$ cat src/rtl/core/uhist_pkg.sv
// shared types and constants of the uniform bin histogram core
package uhist_pkg;

  // fixed field widths
  localparam int DATA_W    = 32;
  localparam int INDEX_W   = 8;
  localparam int NBINS_W   = 9;
  localparam int CFG_IDX_W = 2;

  // configuration register indexes
  localparam logic [CFG_IDX_W-1:0] CFG_BASE_OFFSET = 2'd0;
  localparam logic [CFG_IDX_W-1:0] CFG_INV_WIDTH   = 2'd1;
  localparam logic [CFG_IDX_W-1:0] CFG_NUM_BINS    = 2'd2;

  // transaction actions
  typedef enum logic [1:0] {
    ACT_ADD        = 2'd0,
    ACT_READ       = 2'd1,
    ACT_READ_CLEAR = 2'd2
  } act_t;

  // request from the index stage to the counter bank
  typedef struct packed {
    logic               valid;
    act_t               action;
    logic               drop;
    logic [INDEX_W-1:0] bin_index;
  } req_t;

endpackage

$ cat src/rtl/core/uhist_front.sv
// front end: input register, offset subtract, reciprocal multiply and bin index
module uhist_front #(
  parameter int MAX_BINS = 256
) (
  input  logic                          clk,
  input  logic                          rst,
  input  logic                          start,
  input  logic                          busy,
  input  logic [1:0]                    action,
  input  logic [uhist_pkg::DATA_W-1:0]  sample,
  input  logic [uhist_pkg::INDEX_W-1:0] read_index,
  input  logic [uhist_pkg::DATA_W-1:0]  base_offset,
  input  logic [uhist_pkg::DATA_W-1:0]  inv_width,
  input  logic [uhist_pkg::NBINS_W-1:0] num_bins,
  output uhist_pkg::req_t               req,
  output logic [$clog2(MAX_BINS)-1:0]   req_addr
);
  import uhist_pkg::*;

  localparam int IDX_BITS = $clog2(MAX_BINS);

  logic                accept;
  logic                act_ok;
  logic [DATA_W:0]     diff;
  logic [DATA_W-1:0]   mag_next;

  logic                s1_valid;
  act_t                s1_action;
  logic                s1_neg;
  logic [DATA_W-1:0]   s1_mag;
  logic [INDEX_W-1:0]  s1_read_index;

  logic                s2_valid;
  act_t                s2_action;
  logic                s2_neg;
  logic [2*DATA_W-1:0] s2_prod;
  logic [INDEX_W-1:0]  s2_read_index;

  logic [DATA_W-1:0]   idx;
  logic                add_drop;
  logic                read_drop;

  // input transaction and exact signed difference
  always_comb begin
    accept   = start && !busy;
    act_ok   = (action == ACT_ADD) || (action == ACT_READ) || (action == ACT_READ_CLEAR);
    diff     = {sample[DATA_W-1], sample} - {base_offset[DATA_W-1], base_offset};
    mag_next = diff[DATA_W] ? (~diff[DATA_W-1:0] + 32'd1) : diff[DATA_W-1:0];
  end

  // input register
  always_ff @(posedge clk) begin
    if (rst) begin
      s1_valid <= 1'b0;
    end else begin
      s1_valid <= accept && act_ok;
    end
    s1_action     <= act_t'(action);
    s1_neg        <= diff[DATA_W];
    s1_mag        <= mag_next;
    s1_read_index <= read_index;
  end

  // reciprocal multiply, magnitude fits 32 bits
  always_ff @(posedge clk) begin
    if (rst) begin
      s2_valid <= 1'b0;
    end else begin
      s2_valid <= s1_valid;
    end
    s2_action     <= s1_action;
    s2_neg        <= s1_neg;
    s2_prod       <= s1_mag * inv_width;
    s2_read_index <= s1_read_index;
  end

  // floor to bin index and range checks
  always_comb begin
    idx       = s2_prod[2*DATA_W-1:DATA_W];
    add_drop  = (s2_neg && (s2_prod != '0)) || (idx >= 32'(num_bins))
                || (idx >= 32'(MAX_BINS));
    read_drop = 32'(s2_read_index) >= 32'(MAX_BINS);

    req.valid  = s2_valid;
    req.action = s2_action;
    if (s2_action == ACT_ADD) begin
      req.drop      = add_drop;
      req.bin_index = add_drop ? '0 : idx[INDEX_W-1:0];
      req_addr      = add_drop ? '0 : IDX_BITS'(idx);
    end else begin
      req.drop      = read_drop;
      req.bin_index = s2_read_index;
      req_addr      = read_drop ? '0 : IDX_BITS'(s2_read_index);
    end
  end

endmodule

$ cat config.mk
export PLATFORM = sky130hd
export DESIGN_NAME = uhist_front
export DESIGN_NICKNAME = d
export VERILOG_FILES = /design/src/rtl/core/uhist_pkg.sv /design/src/rtl/core/uhist_front.sv
export SDC_FILE = /design/constraint.sdc
export NUM_CORES = 2
export LEC_CHECK = 0
export ABC_AREA = 1
export ABC_CLOCK_PERIOD_IN_PS = 11980
export BUFFER_PORTS_ARGS = -buffer_cell sky130_fd_sc_hd__buf_2
export CORE_UTILIZATION = 55
export CTS_CLUSTER_DIAMETER = 100
export CTS_CLUSTER_SIZE = 14
export DETAILED_ROUTE_END_ITERATION = 8
export GPL_TIMING_DRIVEN = 0
export MAX_ROUTING_LAYER = met4
export PLACE_DENSITY = 0.72
export SYNTH_ARGS = -nofsm -noshare
export SYNTH_HDL_FRONTEND = slang
export SYNTH_SLANG_ARGS = --single-unit
$ cat constraint.sdc
create_clock -name clk -period 11.98 [get_ports clk]
set_input_delay 2.995 -clock clk [delete_from_list [all_inputs] [get_ports clk]]
set_output_delay 2.995 -clock clk [all_outputs]
set_load 0.01 [all_outputs]
==> results <==
- The flow ran to the end, but the final reports show violations.
- The checks that failed: DRC.
- In this run, post-CTS hold repair placed 0 buffers.
- Measured against its own limit, the worst slew margin works out to 0.0603.
- The proportion of register bits with asynchronous set or reset after synthesis is 0.
- The most instantiated flip-flop cell in the synthesis netlist is sky130_fd_sc_hd__dfxtp_1.
- The biggest area contributor in the post-synthesis netlist is sky130_fd_sc_hd__fa_1.
- Based on the critical path, the design can be clocked at up to 0.0906 GHz.
- Counting flops with a built-in enable in the synthesized netlist gives 0.
- The number of placed I/O pins is 139.
- The share of the clock period used by the worst path after layout is 0.921.
- The total of cells resized after clock tree synthesis is 0.
- The die covers 75,600 µm².
- The path class of the lowest-slack min-delay path is register to register.
- The share of synthesized area in the top cell type comes to 0.438.
- The clock tree synthesis step divided the H-tree into 4 levels.
- The floorplan die height is 275 µm.
- TritonCTS built the clock tree.
- The overall routing resource usage is 0.407.
- The area growth from synthesis to layout is 6.20%.
- The count of synthesis-stage warnings from yosys is 0.
- The critical path data arrival time is 11.39 ns.
- Setup violations remaining at the end of the flow were counted as 0.
- The maximum number of pins on one net before global-route repair is 17.
- Measured along the x axis, the die boundary spans 275 µm.
- The detailed router's first-iteration violation count is 3,500.
- The number of inserted filler cells in the final layout is 6,957.
- The post-synthesis average cell area is 7.56 µm².
- The clock period could shrink to 11.04 ns.
- After detailed routing, the average wire length per cell comes to 22.0 µm.
- The first-pass iteration count of the detailed router is 8.
- The synthesized netlist occupies a cell area of 41,000 µm².
- For this block, the via count after detailed routing is 35,229.
- The share of the Yosys chip area taken by registers is 0.0587.
- For the pin with the worst max-slew slack, the measured transition is 1.41 ns.
- During placement, the flow inserted port buffers numbering 138.
- In this run the post-CTS setup repair buffer count came out at 0.
- The number of standard cells after synthesis is 5,415.
- The floorplan has 99 rows.
- The register area is 2400 µm².
- After detailed routing, the number of vias per cell comes to 5.38.
- The final layout contains routed wiring with a total length of 144,000 µm.
- The remaining number of nets flagged by the antenna check after routing is 0.
- After synthesis the netlist holds a flip-flop and latch count of 120.
- In this run, CTS created clock tree buffers numbering 17.
- In this run the worst path has a maximum fanout of 10.
- The initial utilization of the core area, before any placement, comes to 0.559.
- The number of global-route vias before repair came to 35,056.
- The number of pins exceeding their max-slew limit in the final report was 0.
- Max-cap violations in this run came to 0.
- The buffer cell driving the clock tree root is sky130_fd_sc_hd__clkbuf_16.
- The number of nets at the end of the flow is 6,893.
- The final number of hold-violating endpoints is 0.
- The global-route wire length before repair is 214,000 µm.
- In this run the deepest clock path goes through 2 buffers.
- The net count after synthesis is 6,736.
- Sorting the synthesized cells by area gives the leading types as sky130_fd_sc_hd__fa_1 (44%), sky130_fd_sc_hd__inv_1 (16%), sky130_fd_sc_hd__nand2_1 (14%).
- Setup total negative slack on the finished layout was measured at 0 ns.
- The CTS sink count is 120.
- The core region is 73,300 µm².
- Routability-driven placement finished with a final weighted congestion of 1.08.
- Setup repair after global routing left no endpoint under its margin.
- The later pin in the worst-skew pair is clocked with a latency of 0.48 ns.
- The number of antenna violations at the first check in global routing is 4.
- Data on the critical path is required at its endpoint by 12.33 ns.
- The critical path is of the primary input to register type.
- The distinct cell type count of the synthesized netlist is 44.
- The area taken by multi-input logic gates is 31,300 µm².
- The worst-case clock skew is 0.0136 ns.
- The type of element launching the critical path is a primary input.
- The estimated wirelength of the detail-placed design is 122,000 µm.
- The fraction of final layout cells sized beyond drive strength 1 is 0.0403.
- The clock input transition at the sequential cells of the worst setup and hold paths is 0.07 ns.
- The post-route DRC violation count is 8.
- The worst setup path is captured at a register.
- The total overflow left after global routing is 0.
kinds of logic after synthesis:
| logic type | synth area share |
|---|---|
| adder cells (fa/ha/maj) | 0.532 |
| XOR/XNOR | 0.0222 |
| AO/OA/AOI/OAI | 0.0326 |
| buffers and inverters | 0.178 |
| flip-flops | 0.0587 |
| AND/OR/NAND/NOR | 0.177 |
sequential cells by signal, summed over array words and instances, names as in the netlist:
| signal | cells |
|---|---|
| s2_valid | 1 |
| s1_neg | 1 |
| s1_read_index | 8 |
| s2_prod | 64 |
| s1_mag | 32 |
| s2_neg | 1 |
| s2_action | 2 |
| s1_action | 2 |
| s2_read_index | 8 |
| s1_valid | 1 |
worst max-delay path, cell delays in order:
cell and delay [ns]:
sky130_fd_sc_hd__buf_2 0.21, sky130_fd_sc_hd__clkbuf_1 0.92, sky130_fd_sc_hd__nand2_1 0.12, sky130_fd_sc_hd__inv_1 0.11, sky130_fd_sc_hd__fa_1 0.45, sky130_fd_sc_hd__fa_1 0.60
sky130_fd_sc_hd__inv_1 0.09, sky130_fd_sc_hd__fa_1 0.50, sky130_fd_sc_hd__fa_1 0.52, sky130_fd_sc_hd__inv_1 0.05, sky130_fd_sc_hd__fa_1 0.55, sky130_fd_sc_hd__fa_1 0.43
sky130_fd_sc_hd__fa_1 0.63, sky130_fd_sc_hd__fa_1 0.52, sky130_fd_sc_hd__ha_1 0.39, sky130_fd_sc_hd__nand2_1 0.11, sky130_fd_sc_hd__nor2_1 0.20, sky130_fd_sc_hd__inv_1 0.09
sky130_fd_sc_hd__nor2_1 0.36, sky130_fd_sc_hd__inv_1 0.07, sky130_fd_sc_hd__o21ai_0 0.71, sky130_fd_sc_hd__a21boi_0 0.40, sky130_fd_sc_hd__o211ai_1 0.27, sky130_fd_sc_hd__nand2_1 0.08
path summary, 6_finish.rpt:
| kind | startpoint | to | slack (ns) | depth (start not counted) |
|---|---|---|---|---|
| worst min register to register | s1_read_index[0] | s2_read_index[0] | 0.32 | 0 |
| worst max-delay path | inv_width[9] | s2_prod[45] | 0.94 | 24 |
| worst max register to register | s1_mag[10] | s2_prod[44] | 2.96 | 24 |
| worst min-delay path | s1_read_index[0] | s2_read_index[0] | 0.32 | 0 |
routing by layer:
layer | vias to the layer above | GRT usage | routed length, µm
met5 | - | - | 0
met4 | 0 | 0.259 | 11500
met3 | 562 | 0.121 | 18800
met2 | 2096 | 0.585 | 61400
met1 | 17085 | 0.500 | 52500
li1 | 15486 | - | -
cells in the final DEF (no fill, tap or decap), types with 72 or more instances in the layout:
cell	instances
sky130_fd_sc_hd__inv_1	1723
sky130_fd_sc_hd__nand2_1	1481
sky130_fd_sc_hd__fa_1	897
sky130_fd_sc_hd__ha_1	305
sky130_fd_sc_hd__clkbuf_1	193
sky130_fd_sc_hd__nor2_1	163
sky130_fd_sc_hd__buf_2	139
sky130_fd_sc_hd__dfxtp_1	120
sky130_fd_sc_hd__a21oi_1	106
sky130_fd_sc_hd__nand3_1	83
sky130_fd_sc_hd__o21ai_0	77
sky130_fd_sc_hd__xor2_1	72
area by class of cell:
| cell class | instances | share of cell area |
|---|---|---|
| Antenna cell | 4 | 0.000230 |
| Buffer | 204 | 0.0185 |
| Clock buffer | 17 | 0.00978 |
| Clock inverter | 15 | 0.00495 |
| Inverter | 1731 | 0.149 |
| Multi-Input combinational cell | 3360 | 0.718 |
| Sequential cell | 120 | 0.0552 |
| Tap cell | 959 | 0.0276 |
| Timing Repair Buffer | 138 | 0.0159 |
cells in the mapped netlist (3+ instances only):
library cell / number
sky130_fd_sc_hd__a21boi_0: 4
sky130_fd_sc_hd__a21o_1: 16
sky130_fd_sc_hd__a21oi_1: 106
sky130_fd_sc_hd__a221oi_1: 3
sky130_fd_sc_hd__a31oi_1: 17
sky130_fd_sc_hd__and2_1: 3
sky130_fd_sc_hd__buf_4: 10
sky130_fd_sc_hd__clkbuf_1: 193
sky130_fd_sc_hd__dfxtp_1: 120
sky130_fd_sc_hd__fa_1: 897
sky130_fd_sc_hd__ha_1: 305
sky130_fd_sc_hd__inv_1: 1723
sky130_fd_sc_hd__inv_2: 6
sky130_fd_sc_hd__nand2_1: 1481
sky130_fd_sc_hd__nand2_2: 10
sky130_fd_sc_hd__nand3_1: 83
sky130_fd_sc_hd__nand3_2: 9
sky130_fd_sc_hd__nand3b_1: 3
sky130_fd_sc_hd__nand4_1: 19
sky130_fd_sc_hd__nor2_1: 163
sky130_fd_sc_hd__nor2_2: 4
sky130_fd_sc_hd__nor3_1: 11
sky130_fd_sc_hd__nor3_2: 3
sky130_fd_sc_hd__nor4_1: 22
sky130_fd_sc_hd__o211ai_1: 3
sky130_fd_sc_hd__o21a_1: 6
sky130_fd_sc_hd__o21ai_0: 77
sky130_fd_sc_hd__o21bai_1: 4
sky130_fd_sc_hd__xnor2_1: 19
sky130_fd_sc_hd__xnor2_2: 4
sky130_fd_sc_hd__xor2_1: 72
sky130_fd_sc_hd__xor2_2: 3
stage by stage:
step	cells	worst slack (ns)	utilization	instance area (µm²)	hold WS [ns]
CTS	6544	1.09	0.593	43500	0.319
global placement	6512	0.602	0.584	42800	0.310
global route	6547	0.647	0.593	43500	0.324
detailed placement	6512	0.614	0.584	42800	0.312
floorplan	5415	2.74	-	41000	0.310
finish	6548	0.945	0.593	43500	0.316
Power is not shown: default switching activity piles up to over one toggle a cycle in this logic, so the estimate is an artifact.
